===== config.mk =====
export PLATFORM = sky130hd
export DESIGN_NAME = url_host_extractor
export DESIGN_NICKNAME = d
export VERILOG_FILES = /design/src/urlh_pkg.sv /design/src/url_host_extractor.sv /design/src/urlh_scan.sv /design/src/urlh_host.sv
export SDC_FILE = /design/constraint.sdc
export NUM_CORES = 1
export LEC_CHECK = 0
export BUFFER_PORTS_ARGS = -buffer_cell sky130_fd_sc_hd__buf_2
export CAP_MARGIN = 20
export CORE_ASPECT_RATIO = 1.25
export CORE_MARGIN = 8
export CORE_UTILIZATION = 42
export DETAILED_ROUTE_END_ITERATION = 7
export GPL_ROUTABILITY_DRIVEN = 0
export MAX_ROUTING_LAYER = met4
export PLACE_DENSITY = 0.55
export SKIP_LAST_GASP = 1
export SYNTH_ARGS = -nofsm -noshare
export SYNTH_HDL_FRONTEND = slang
export SYNTH_HIERARCHICAL = 1
export SYNTH_SLANG_ARGS = --single-unit

===== constraint.sdc =====
create_clock -name clk -period 10.5 [get_ports clk]
set_input_delay 2.1 -clock clk [delete_from_list [all_inputs] [get_ports clk]]
set_output_delay 2.1 -clock clk [all_outputs]
set_load 0.05 [all_outputs]

===== src/urlh_pkg.sv =====
// Shared types, character codes and character-class helpers for the URL host extractor.
// Used by urlh_scan, urlh_host and url_host_extractor; depends on nothing else.
package urlh_pkg;

    // Default buffer limit and the fixed width of the reported offsets.
    localparam int URLH_MAX_URL_LEN = 4096;
    localparam int URLH_OUT_W       = 13;

    // Character codes that steer the scan.
    localparam logic [7:0] CH_TAB    = 8'h09;
    localparam logic [7:0] CH_CR     = 8'h0D;
    localparam logic [7:0] CH_SPACE  = 8'h20;
    localparam logic [7:0] CH_HASH   = 8'h23;
    localparam logic [7:0] CH_DOT    = 8'h2E;
    localparam logic [7:0] CH_SLASH  = 8'h2F;
    localparam logic [7:0] CH_COLON  = 8'h3A;
    localparam logic [7:0] CH_QUEST  = 8'h3F;
    localparam logic [7:0] CH_AT     = 8'h40;
    localparam logic [7:0] CH_LBRACK = 8'h5B;
    localparam logic [7:0] CH_BSLASH = 8'h5C;
    localparam logic [7:0] CH_RBRACK = 8'h5D;

    // Scan phase of the current URL.
    typedef enum logic [2:0] {
        PH_LEAD_WS,      // skipping leading whitespace
        PH_FIRST_SLASH,  // first visible byte was a slash
        PH_SCAN,         // inside the authority part
        PH_COLON,        // just passed the scheme colon
        PH_COLON_SLASH,  // scheme colon followed by one slash
        PH_DONE          // end of the host found
    } phase_t;

    // Bracketed IPv6 tracking from the host start.
    typedef enum logic [1:0] {
        BRK_FIRST,   // next byte is the first host byte
        BRK_INSIDE,  // inside a bracketed literal
        BRK_DONE     // port colons now count
    } brk_t;

    // Flags captured with the end-of-URL snapshot.
    typedef struct packed {
        logic ovf;      // URL was longer than the buffer
        logic no_host;  // no host byte could ever start
        logic fnd_v;    // a non-dot host byte was seen
        logic edot;     // byte before the host end is a dot
    } urlh_flags_t;

    // One result word.
    typedef struct packed {
        logic [URLH_OUT_W-1:0] host_start;
        logic [URLH_OUT_W-1:0] host_length;
        logic                  is_null;
        logic                  overflow;
    } urlh_result_t;

    function automatic logic is_ws(input logic [7:0] c);
        return c inside {CH_SPACE, [CH_TAB:CH_CR]};
    endfunction

    function automatic logic is_slash(input logic [7:0] c);
        return c inside {CH_SLASH, CH_BSLASH};
    endfunction

    function automatic logic is_netloc_end(input logic [7:0] c);
        return c inside {CH_HASH, CH_QUEST, CH_SLASH, CH_BSLASH};
    endfunction

    function automatic logic is_bracket(input logic [7:0] c);
        return c inside {CH_LBRACK, CH_RBRACK};
    endfunction

endpackage


===== src/url_host_extractor.sv =====
// URL host extractor: one URL byte per input word, one result word per URL.
// The result passes from the input register through the snapshot register to the output register behind m_tvalid.
// Throughput: one input word every cycle, set by the combinational byte scan update.
// Only the word that ends a URL waits when the result stages are full.
// Reset (rst_n low) clears all control state at once; no clearing pass is needed.
module url_host_extractor
    import urlh_pkg::*;
#(
    parameter int   MAX_URL_LEN = URLH_MAX_URL_LEN,
    localparam int  POS_W       = $clog2(MAX_URL_LEN + 1)
)(
    input  logic        clk,
    input  logic        rst_n,
    input  logic        s_tvalid,
    output logic        s_tready,
    input  logic [7:0]  s_tdata,   // [7:0] ch
    input  logic [0:0]  s_tuser,   // [0] has_byte
    input  logic        s_tlast,   // last byte of the URL
    output logic        m_tvalid,
    input  logic        m_tready,
    output logic [31:0] m_tdata,   // [12:0] host_start, [25:13] host_length, [31:26] zero
    output logic [1:0]  m_tuser    // [0] is_null, [1] overflow
);

    // Input register.
    logic              in_v_reg, in_v_next;
    logic [7:0]        in_ch_reg;
    logic              in_has_reg;
    logic              in_last_reg;

    // Snapshot register.
    logic              snap_v_reg, snap_v_next;
    urlh_flags_t       snap_flags_reg;
    logic [POS_W-1:0]  snap_e_reg;
    logic [POS_W-1:0]  snap_elnd_reg;
    logic [POS_W-1:0]  snap_fnd_reg;

    // Output register.
    logic              out_v_reg, out_v_next;
    urlh_result_t      out_res_reg;

    urlh_flags_t       snap_flags;
    logic [POS_W-1:0]  snap_e;
    logic [POS_W-1:0]  snap_elnd;
    logic [POS_W-1:0]  snap_fnd;
    urlh_result_t      host_res;

    logic              out_free;
    logic              snap_free;
    logic              proc_en;
    logic              in_take;
    logic              snap_move;

    // Flow control: a word ending a URL needs a free snapshot slot.
    assign out_free  = !out_v_reg || m_tready;
    assign snap_free = !snap_v_reg || out_free;
    assign proc_en   = in_v_reg && (!in_last_reg || snap_free);
    assign s_tready  = !in_v_reg || proc_en;
    assign in_take   = s_tvalid && s_tready;
    assign snap_move = snap_v_reg && out_free;

    always_comb
    begin
        in_v_next   = in_take ? 1'b1 : (proc_en ? 1'b0 : in_v_reg);
        snap_v_next = (proc_en && in_last_reg) ? 1'b1 : (snap_move ? 1'b0 : snap_v_reg);
        out_v_next  = snap_move ? 1'b1 : (m_tready ? 1'b0 : out_v_reg);
    end

    urlh_scan #(
        .MAX_URL_LEN (MAX_URL_LEN)
    ) u_scan (
        .clk        (clk),
        .rst_n      (rst_n),
        .proc_en    (proc_en),
        .ch         (in_ch_reg),
        .has_byte   (in_has_reg),
        .last       (in_last_reg),
        .snap_flags (snap_flags),
        .snap_e     (snap_e),
        .snap_elnd  (snap_elnd),
        .snap_fnd   (snap_fnd)
    );

    urlh_host #(
        .MAX_URL_LEN (MAX_URL_LEN)
    ) u_host (
        .flags (snap_flags_reg),
        .e     (snap_e_reg),
        .elnd  (snap_elnd_reg),
        .fnd   (snap_fnd_reg),
        .res   (host_res)
    );

    // Valid flags.
    always_ff @(posedge clk or negedge rst_n)
    begin
        if (!rst_n)
        begin
            in_v_reg   <= 1'b0;
            snap_v_reg <= 1'b0;
            out_v_reg  <= 1'b0;
        end
        else
        begin
            in_v_reg   <= in_v_next;
            snap_v_reg <= snap_v_next;
            out_v_reg  <= out_v_next;
        end
    end

    // Payload stages.
    always_ff @(posedge clk)
    begin
        if (in_take)
        begin
            in_ch_reg   <= s_tdata;
            in_has_reg  <= s_tuser[0];
            in_last_reg <= s_tlast;
        end
        if (proc_en && in_last_reg)
        begin
            snap_flags_reg <= snap_flags;
            snap_e_reg     <= snap_e;
            snap_elnd_reg  <= snap_elnd;
            snap_fnd_reg   <= snap_fnd;
        end
        if (snap_move)
        begin
            out_res_reg <= host_res;
        end
    end

    assign m_tvalid = out_v_reg;
    assign m_tdata  = {6'b0, out_res_reg.host_length, out_res_reg.host_start};
    assign m_tuser  = {out_res_reg.overflow, out_res_reg.is_null};

    // A waiting snapshot is never dropped while the output stage is blocked.
    a_snap_hold: assert property (@(posedge clk) disable iff (!rst_n)
        (snap_v_reg && !out_free) |=> snap_v_reg)
        else $error("snapshot lost while output stalled");

    // Words inside a URL never wait on the result side.
    a_mid_no_stall: assert property (@(posedge clk) disable iff (!rst_n)
        (in_v_reg && !in_last_reg) |-> s_tready)
        else $error("mid-URL word stalled");

    // Overflow results carry no span and no null flag.
    a_ovf_clean: assert property (@(posedge clk) disable iff (!rst_n)
        (m_tvalid && m_tuser[1]) |-> ((m_tdata == 32'd0) && !m_tuser[0]))
        else $error("overflow result with nonzero fields");

    // Null results carry no span.
    a_null_clean: assert property (@(posedge clk) disable iff (!rst_n)
        (m_tvalid && m_tuser[0]) |-> ((m_tdata == 32'd0) && !m_tuser[1]))
        else $error("null result with nonzero fields");

    // A reported host is never empty.
    a_host_len: assert property (@(posedge clk) disable iff (!rst_n)
        (m_tvalid && !m_tuser[0] && !m_tuser[1]) |-> (m_tdata[25:13] != 13'd0))
        else $error("non-null host with zero length");

endmodule


===== src/urlh_scan.sv =====
// Per-byte scan of a URL: phase machine, host boundary and dot tracking.
// Produces the end-of-URL snapshot; depends on urlh_pkg.
module urlh_scan
    import urlh_pkg::*;
#(
    parameter int   MAX_URL_LEN = URLH_MAX_URL_LEN,
    localparam int  POS_W       = $clog2(MAX_URL_LEN + 1)
)(
    input  logic              clk,
    input  logic              rst_n,
    input  logic              proc_en,     // the registered word is consumed this cycle
    input  logic [7:0]        ch,
    input  logic              has_byte,
    input  logic              last,
    output urlh_flags_t       snap_flags,
    output logic [POS_W-1:0]  snap_e,      // host end before dot trimming
    output logic [POS_W-1:0]  snap_elnd,   // last non-dot before the byte at snap_e - 1
    output logic [POS_W-1:0]  snap_fnd     // first non-dot host byte
);

    // Control state.
    logic [POS_W-1:0] pos_reg, pos_next, pos_upd;
    logic             ovf_reg, ovf_next, ovf_upd;
    phase_t           phase_reg, phase_next, phase_upd;
    logic             armed_reg, armed_next, armed_upd;
    brk_t             brk_reg, brk_next, brk_b, brk_upd;
    logic             cut_v_reg, cut_v_next, cut_v_b, cut_v_upd;
    logic             run_dot_reg, run_dot_next, run_dot_b, run_dot_upd;
    logic             fnd_v_reg, fnd_v_next, fnd_v_b, fnd_v_upd;

    // Position state, loaded without reset.
    logic [POS_W-1:0] end_reg, end_upd;
    logic [POS_W-1:0] cut_reg, cut_upd;
    logic             cut_dot_reg, cut_dot_upd;
    logic [POS_W-1:0] cut_lnd_reg, cut_lnd_upd;
    logic [POS_W-1:0] run_lnd_reg, run_lnd_upd;
    logic [POS_W-1:0] ns_end_reg, ns_end_upd;
    logic             ns_dot_reg, ns_dot_upd;
    logic [POS_W-1:0] ns_lnd_reg, ns_lnd_upd;
    logic [POS_W-1:0] fnd_reg, fnd_upd;

    logic             byte_ok;
    logic [POS_W-1:0] pos_inc;
    logic             scan_it;
    logic             clr_base;
    logic             clr_at;
    logic             track;
    logic             ch_dot;

    assign byte_ok = has_byte && (pos_reg != POS_W'(MAX_URL_LEN));
    assign pos_inc = pos_reg + POS_W'(1);
    assign ch_dot  = (ch == CH_DOT);

    // Phase update for one byte.
    always_comb
    begin
        phase_upd = phase_reg;
        armed_upd = armed_reg;
        end_upd   = end_reg;
        scan_it   = 1'b0;
        clr_base  = 1'b0;
        clr_at    = 1'b0;
        track     = 1'b0;
        if (byte_ok)
        begin
            case (phase_reg)
                PH_LEAD_WS:
                begin
                    if (!is_ws(ch))
                    begin
                        if (is_slash(ch))
                        begin
                            phase_upd = PH_FIRST_SLASH;
                        end
                        else
                        begin
                            clr_base = 1'b1;
                            scan_it  = 1'b1;
                        end
                    end
                end
                PH_FIRST_SLASH:
                begin
                    // A leading double slash skips scheme detection.
                    if (is_slash(ch))
                    begin
                        phase_upd = PH_SCAN;
                        armed_upd = 1'b0;
                        clr_base  = 1'b1;
                    end
                    else
                    begin
                        phase_upd = PH_DONE;
                    end
                end
                PH_SCAN:
                begin
                    scan_it = 1'b1;
                end
                PH_COLON:
                begin
                    if (is_slash(ch))
                    begin
                        phase_upd = PH_COLON_SLASH;
                        end_upd   = pos_reg;
                    end
                    else
                    begin
                        scan_it = 1'b1;
                    end
                end
                PH_COLON_SLASH:
                begin
                    // Second slash completes the scheme separator; otherwise the
                    // first slash already ended the host.
                    if (is_slash(ch))
                    begin
                        phase_upd = PH_SCAN;
                        clr_base  = 1'b1;
                    end
                    else
                    begin
                        phase_upd = PH_DONE;
                    end
                end
                default:
                begin
                    phase_upd = phase_reg;
                end
            endcase

            // Authority byte handling.
            if (scan_it)
            begin
                phase_upd = PH_SCAN;
                if (is_netloc_end(ch))
                begin
                    phase_upd = PH_DONE;
                    end_upd   = pos_reg;
                end
                else if (armed_reg && (ch == CH_COLON))
                begin
                    armed_upd = 1'b0;
                    phase_upd = PH_COLON;
                    track     = 1'b1;
                end
                else if (ch == CH_AT)
                begin
                    clr_at = 1'b1;
                end
                else
                begin
                    track = 1'b1;
                end
            end
        end
    end

    // Host tracking: brackets, port colon, dots.
    always_comb
    begin
        brk_b       = (clr_base || clr_at) ? BRK_FIRST : brk_reg;
        cut_v_b     = (clr_base || clr_at) ? 1'b0 : cut_v_reg;
        run_dot_b   = (clr_base || clr_at) ? 1'b0 : run_dot_reg;
        fnd_v_b     = (clr_base || clr_at) ? 1'b0 : fnd_v_reg;

        brk_upd     = brk_b;
        cut_v_upd   = cut_v_b;
        cut_upd     = cut_reg;
        cut_dot_upd = cut_dot_reg;
        cut_lnd_upd = cut_lnd_reg;
        run_dot_upd = run_dot_b;
        run_lnd_upd = run_lnd_reg;
        fnd_v_upd   = fnd_v_b;
        fnd_upd     = fnd_reg;

        if (track)
        begin
            case (brk_b)
                BRK_FIRST:
                begin
                    brk_upd = (ch == CH_LBRACK) ? BRK_INSIDE : BRK_DONE;
                end
                BRK_INSIDE:
                begin
                    if (is_bracket(ch))
                    begin
                        brk_upd = BRK_DONE;
                    end
                end
                default:
                begin
                    brk_upd = brk_b;
                end
            endcase

            // First port colon outside a bracketed literal cuts the host.
            if (!cut_v_b && (ch == CH_COLON) && (brk_b != BRK_INSIDE))
            begin
                cut_v_upd   = 1'b1;
                cut_upd     = pos_reg;
                cut_dot_upd = run_dot_b;
                cut_lnd_upd = run_lnd_reg;
            end

            if (ch_dot)
            begin
                run_dot_upd = 1'b1;
            end
            else
            begin
                run_dot_upd = 1'b0;
                run_lnd_upd = pos_reg;
            end

            if (!fnd_v_b && !ch_dot)
            begin
                fnd_v_upd = 1'b1;
                fnd_upd   = pos_reg;
            end
        end
    end

    // Trailing whitespace bound and byte count.
    always_comb
    begin
        ns_end_upd = ns_end_reg;
        ns_dot_upd = ns_dot_reg;
        ns_lnd_upd = ns_lnd_reg;
        if (byte_ok && !is_ws(ch))
        begin
            ns_end_upd = pos_inc;
            ns_dot_upd = ch_dot;
            ns_lnd_upd = ch_dot ? run_lnd_reg : pos_reg;
        end
        pos_upd = byte_ok ? pos_inc : pos_reg;
        ovf_upd = ovf_reg || (has_byte && !byte_ok);
    end

    // Next state: hold, advance, or return to the start of a URL after the last word.
    always_comb
    begin
        pos_next     = pos_reg;
        ovf_next     = ovf_reg;
        phase_next   = phase_reg;
        armed_next   = armed_reg;
        brk_next     = brk_reg;
        cut_v_next   = cut_v_reg;
        run_dot_next = run_dot_reg;
        fnd_v_next   = fnd_v_reg;
        if (proc_en)
        begin
            if (last)
            begin
                pos_next     = '0;
                ovf_next     = 1'b0;
                phase_next   = PH_LEAD_WS;
                armed_next   = 1'b1;
                brk_next     = BRK_FIRST;
                cut_v_next   = 1'b0;
                run_dot_next = 1'b0;
                fnd_v_next   = 1'b0;
            end
            else
            begin
                pos_next     = pos_upd;
                ovf_next     = ovf_upd;
                phase_next   = phase_upd;
                armed_next   = armed_upd;
                brk_next     = brk_upd;
                cut_v_next   = cut_v_upd;
                run_dot_next = run_dot_upd;
                fnd_v_next   = fnd_v_upd;
            end
        end
    end

    // Snapshot outputs: pick the host end that applies and its dot context.
    always_comb
    begin
        snap_flags.ovf     = ovf_upd;
        snap_flags.no_host = (phase_upd == PH_LEAD_WS) || (phase_upd == PH_FIRST_SLASH);
        snap_flags.fnd_v   = fnd_v_upd;
        snap_fnd           = fnd_upd;
        if (cut_v_upd)
        begin
            snap_e          = cut_upd;
            snap_flags.edot = cut_dot_upd;
            snap_elnd       = cut_lnd_upd;
        end
        else if ((phase_upd == PH_DONE) || (phase_upd == PH_COLON_SLASH))
        begin
            snap_e          = end_upd;
            snap_flags.edot = run_dot_upd;
            snap_elnd       = run_lnd_upd;
        end
        else
        begin
            snap_e          = ns_end_upd;
            snap_flags.edot = ns_dot_upd;
            snap_elnd       = ns_lnd_upd;
        end
    end

    // Control registers.
    always_ff @(posedge clk or negedge rst_n)
    begin
        if (!rst_n)
        begin
            pos_reg     <= '0;
            ovf_reg     <= 1'b0;
            phase_reg   <= PH_LEAD_WS;
            armed_reg   <= 1'b1;
            brk_reg     <= BRK_FIRST;
            cut_v_reg   <= 1'b0;
            run_dot_reg <= 1'b0;
            fnd_v_reg   <= 1'b0;
        end
        else
        begin
            pos_reg     <= pos_next;
            ovf_reg     <= ovf_next;
            phase_reg   <= phase_next;
            armed_reg   <= armed_next;
            brk_reg     <= brk_next;
            cut_v_reg   <= cut_v_next;
            run_dot_reg <= run_dot_next;
            fnd_v_reg   <= fnd_v_next;
        end
    end

    // Position registers; they are only read behind the valid flags above.
    always_ff @(posedge clk)
    begin
        if (proc_en)
        begin
            end_reg     <= end_upd;
            cut_reg     <= cut_upd;
            cut_dot_reg <= cut_dot_upd;
            cut_lnd_reg <= cut_lnd_upd;
            run_lnd_reg <= run_lnd_upd;
            ns_end_reg  <= ns_end_upd;
            ns_dot_reg  <= ns_dot_upd;
            ns_lnd_reg  <= ns_lnd_upd;
            fnd_reg     <= fnd_upd;
        end
    end

endmodule


===== src/urlh_host.sv =====
// Final host span from the end-of-URL snapshot: dot trimming and null/overflow cases.
// Combinational; depends on urlh_pkg.
module urlh_host
    import urlh_pkg::*;
#(
    parameter int   MAX_URL_LEN = URLH_MAX_URL_LEN,
    localparam int  POS_W       = $clog2(MAX_URL_LEN + 1)
)(
    input  urlh_flags_t       flags,
    input  logic [POS_W-1:0]  e,
    input  logic [POS_W-1:0]  elnd,
    input  logic [POS_W-1:0]  fnd,
    output urlh_result_t      res
);

    logic             start_ok;
    logic [POS_W-1:0] e_fin;
    logic [POS_W-1:0] len;

    // Leading dots are gone once the start sits on the first non-dot byte;
    // a trailing run of dots keeps only its first dot.
    assign start_ok = flags.fnd_v && (fnd < e);
    assign e_fin    = flags.edot ? (elnd + POS_W'(2)) : e;
    assign len      = e_fin - fnd;

    // Result word with the special cases forced to zero fields.
    always_comb
    begin
        res = '0;
        if (flags.ovf)
        begin
            res.overflow = 1'b1;
        end
        else if (flags.no_host || !start_ok)
        begin
            res.is_null = 1'b1;
        end
        else
        begin
            res.host_start  = URLH_OUT_W'(fnd);
            res.host_length = URLH_OUT_W'(len);
        end
    end

endmodule

Word level (Yosys, flattened, before mapping)
Cells that the tools add are included.

cells by class
  order comparisons = 3
  equality and inequality tests = 20
  reduce and logical (&&, ||, !) cells = 46
  $add $sub $neg = 3
  muxes and demuxes = 88

operator list
  kind                     number
  $mux W13                 22
  $mux W1                  49
  $eq A8 B6 Y1 const B     6
  $eq A8 B7 Y1 const B     4
  $mux W3                  8
  $reduce_bool A2 Y1       7
  $add A13 B1 Y13 const B  1
  $add A13 B2 Y13 const B  1
  $logic_and A1 B1 Y1      13
  $lt A13 B13 Y1           1
  $ne A13 B13 Y1 const B   1
  $sub A13 B13 Y13         1
  $logic_not A1 Y1         10
  $mux W2                  5
  $eq A3 B3 Y1 const B     3
  $logic_or A1 B1 Y1       9
  $pmux W3 S3              1
  $ge A8 B4 Y1 const B     1
  $le A8 B4 Y1 const B     1
  $eq A3 B1 Y1 const B     2
  $eq A3 B2 Y1 const B     2
  $logic_not A3 Y1         2
  $pmux W2 S2              1
  $reduce_bool A4 Y1       1
  other kinds (7)          8

storage, ports and cells
  logic and storage cells = 194
  output and inout port bits = 36
  bits in registers = 200
  bits of input ports = 14

Depth between registers and ports, before layout
  depth in word-level cells = 16
  mapped depth = 12
  depth with buffers taken out = 12

Hierarchy
Netlist, hierarchy kept.

by module, submodules not included
  module              sequential area each (um^2)  times used  cells each  area an instance (um^2)
  urlh_scan           3369.5                       1           608         6774.0
  url_host_extractor  2507.4                       1           104         2640.0
  urlh_host           0.0                          1           212         1362.6

Least setup slack after synthesis
OpenSTA, ideal clock, no wires.

  path kind = input to register
  start point = in m_tready
  end point = reg u_scan.pos_reg[5]
  slack = 1.743 ns
  cell stages on the path = 7
  data arrival time = 8.621 ns
  required time = 10.364 ns
  buffers on the path = 2
  library setup time = 0.136 ns
  path through = and3b_1 -> buf_6 -> a21boi_1 -> o21ai_0 -> clkbuf_1 -> o21ai_0 -> o21ai_0

on the way
  longest elaborated chain between the ends = 5

RTL lines
  what                                line                      RTL
  from (decl)                         url_host_extractor.sv:20  input logic m_tready,
  $logic_or A1 B1 Y1                  url_host_extractor.sv:55  assign out_free = !out_v_reg || m_tready;
  $logic_or A1 B1 Y1                  url_host_extractor.sv:56  assign snap_free = !snap_v_reg || out_free;
  $logic_or A1 B1 Y1                  url_host_extractor.sv:57  assign proc_en = in_v_reg && (!in_last_reg || snap_free);
  $logic_and A1 B1 Y1                 url_host_extractor.sv:57
  named net proc_en                   url_host_extractor.sv:50  logic proc_en;
  $reduce_and A2 Y1 (no source line)  --
  to (signal assigned)                urlh_scan.sv:321          pos_reg <= pos_next;
  to (decl)                           urlh_scan.sv:22           logic [POS_W-1:0] pos_reg, pos_next, pos_upd;

The timed path passes the listed nets, and every way through them passes these cells.
A chain may end at the register's enable or synchronous reset.

Worst setup path after layout
  start point = in m_tready
  end point = out s_tready

on the way
  longest elaborated chain between the ends = 5

RTL lines
  what                 line                      RTL
  $logic_or A1 B1 Y1   url_host_extractor.sv:55
  $logic_or A1 B1 Y1   url_host_extractor.sv:56
  $logic_or A1 B1 Y1   url_host_extractor.sv:57
  $logic_and A1 B1 Y1  url_host_extractor.sv:57
  $logic_or A1 B1 Y1   url_host_extractor.sv:58  assign s_tready = !in_v_reg || proc_en;
  to (decl)            url_host_extractor.sv:15  output logic s_tready,

Every way passes these cells.

==> impl_metrics.csv <==
group,metric,value,unit
status,outcome,"finished, final reports clean",
setup_path,critPathBufInv,2,
sta,fmax,0.199,GHz
grt,grt_pass1_vias,6963,
yosys,netlist_instances,924,
yosys,synth_edf_count,174,
drt,ant_nets,0,
drt,vias,7079,
floorplanning,fp.coreArea,25200,sq um
sta,fin_setup_tns,0,ns
grt,track_usage,15.7,%
placed_design,dp_hpwl,15900,um
floorplanning,start_util,42.7,%
floorplanning,die_w,159,um
cts,htree_num_levels,4,
min_path,worst_hold_startpoint,"snap_v_reg",
floorplanning,ios,50,
drt,post_drt_wl_per_cell,18.3,um
grt,grt_pass1_wl,38000,um
drt,routed_wl,23500,um
setup_path,critPathLaunchType,"primary input",
setup_path,critical_path_required,8.40,ns
cts,clkLatencyLatePin,0.44,ns
sta,relSlewSlack,29.5,%
yosys,synthFlopType,"edfxtp_1",
cells_and_area,fillers,2330,
yosys,syn_avg_cell_area,11.7,sq um
setup_path,worstPathCellList,"buf_2 -> and3b_1 -> nand3_1 -> buf_2",
drt,drt_first_pass_iters,5,
cells_and_area,final_cell_mix,"174 x edfxtp_1, 89 x nand2_1, 77 x mux2_2, 73 x nor2_1, 47 x o21ai_0",
placed_design,io_buffers,43,
drt,drt-vias-per-instance,5.49,
cts,ctsLongestPathBuffers,2,
drt,drt_iter0_markers,499,
cells_and_area,seqCellArea,5880,sq um
floorplanning,dieArea,31100,sq um
setup_path,cpMostUsedCell,"buf_2",
cts,cts_resized,0,
sta,hold_violations,0,
grt,gr-total-overflow,0,
drt,route.detailed.drc,0,
sta,layout_worst_path_cycle_share,47.9,%
sta,min_period,5.03,ns
cts,clock_sinks,200,
sta,worst_hold_slack,0.471,ns
min_path,holdCritPathClass,"reg2reg",
setup_path,setup.worst_path.start,"m_tready",
cells_and_area,drive_above_1_share,22.9,%
cts,cts_tree,"done",
cells_and_area,largest_register_ffs,26,
cells_and_area,final_nets,984,
setup_path,slowest_stage,"and3b_1",
pwr,p_per_area,173,nW/um^2
setup_path,critPathKind,"in2out",
pwr,ir_drop,0.117,mV
setup_path,r2r_start,"u_scan/pos_reg[0]",
yosys,yosysSeqAreaShare,54.5,%
sta,worst_pin_slew,1.06,ns
cells_and_area,area_growth,10.0,%
cells_and_area,mostFrequentLayoutCell,"edfxtp_1",
floorplanning,die_h,195,um
floorplanning,rows,65,
cts,cts-root-buf,"clkbuf_16",
cts,cts_inserted_buffers,17,
yosys,yosys_register_bits,200,
sta,fin_worst_skew,0.0106,ns
cts,hold_buffers,0,
job,max_cap_violations,0,
yosys,yosys_warnings,6,
setup_path,cp_data_arrival_time,2.93,ns
yosys,synth_cell_types,81,
cells_and_area,multi_input_area,4500,sq um
pwr,p_leak,4.60,nW
yosys,synth_area,10800,sq um
sta,setup_viol,0,
yosys,async_flop_share,13.0,%
grt,grt_max_degree,57,
setup_path,slowest_delay,0.40,ns
setup_path,worstPathMaxFanout,6,
setup_path,path_delay_family,"simple AND/OR/NAND/NOR gates",
sta,maxSlewViolCount,0,
cells_and_area,diodes,0,
grt,antenna_found_initial,0,
cts,path_clk_slew,0.07,ns
cts,post_cts_buffers,0,
sta,rsz0062_at_grt,"false",
setup_path,end_kind,"output port",
-- routing by layer --
layer | track usage [%] | wire, um
met3 | 3.45 | 1010
met4 | 4.94 | 404
met5 | - | 0
met1 | 19.1 | 10600
met2 | 25.9 | 11500
-- worst reg2reg max path, cell delays in order (launching register included) --
cell and delay (ns):
dfrtp_1 0.58, inv_1 0.09, ha_1 0.24, nor4b_1 0.19, a31o_2 0.31, a211o_1 0.31
a21oi_2 0.78, mux2_2 0.44, mux2_2 0.27, mux2_2 0.28
-- Yosys cell counts, types with 10 or more instances --
cell,n,area (sq um)
nand2_1,89,334
a21oi_1,19,95.1
buf_2,14,70.1
mux2_2,77,867
edfxtp_1,174,5230
inv_1,38,143
and2_1,17,106
ha_1,28,350
clkbuf_1,31,116
dfrtp_1,25,626
xnor2_1,18,158
nor3_1,15,75.1
nor2_1,74,278
or2_2,15,93.8
o21ai_0,48,240
a31oi_1,18,113
mux2i_1,15,150
o21ba_2,12,120
a211oi_1,16,120
nand3_1,17,85.1
buf_4,10,75.1
-- power by group --
part | total, mW | internal (mW) | switching (mW)
registers | 0.998 | 0.955 | 0.0438
logic | 0.362 | 0.145 | 0.217
clock network | 0.688 | 0.395 | 0.292
-- cells by family after synthesis --
family,count (synthesis),synth area share [%]
XOR/XNOR,27,2.19
other,1,0.0348
multiplexers,98,10.2
AND/OR/NAND/NOR,293,13.9
flip-flops,200,54.5
AO/OA/AOI/OAI,177,11.4
buffers and inverters,99,4.31
adder cells (fa/ha/maj),29,3.44
-- through the flow --
step	power [mW]	utilization, %	instances	worst slack, ns	cell area, sq um
global placement	1.38	44.6	1256	5.47	11200
finish	2.05	47.0	1289	5.47	11900
floorplan	1.29	-	929	1.74	10800
CTS	2.07	47.0	1288	5.46	11800
detailed placement	1.38	44.6	1256	5.46	11200
global route	2.14	47.0	1289	5.42	11900
-- cell type report --
cell class,instances,area share (%)
clock buffers,22,4.00
multi-input cells,630,38.0
inverters,38,1.20
clock inverters,10,1.20
flip-flops and latches,200,49.6
repair buffers,54,2.51
well taps,335,3.54
-- worst paths after layout --
path	to	slack (ns)	cells after the start
worst min register to register	m_tvalid	0.47	1
worst min-delay path	m_tvalid	0.47	1
min in group asynchronous	u_scan/run_dot_reg	1.68	1
max in group asynchronous	u_scan/pos_reg[10]	8.40	1
worst max-delay path	s_tready	5.47	4
worst max register to register	snap_e_reg[7]	6.76	9
(Power assumes the default switching activity.)
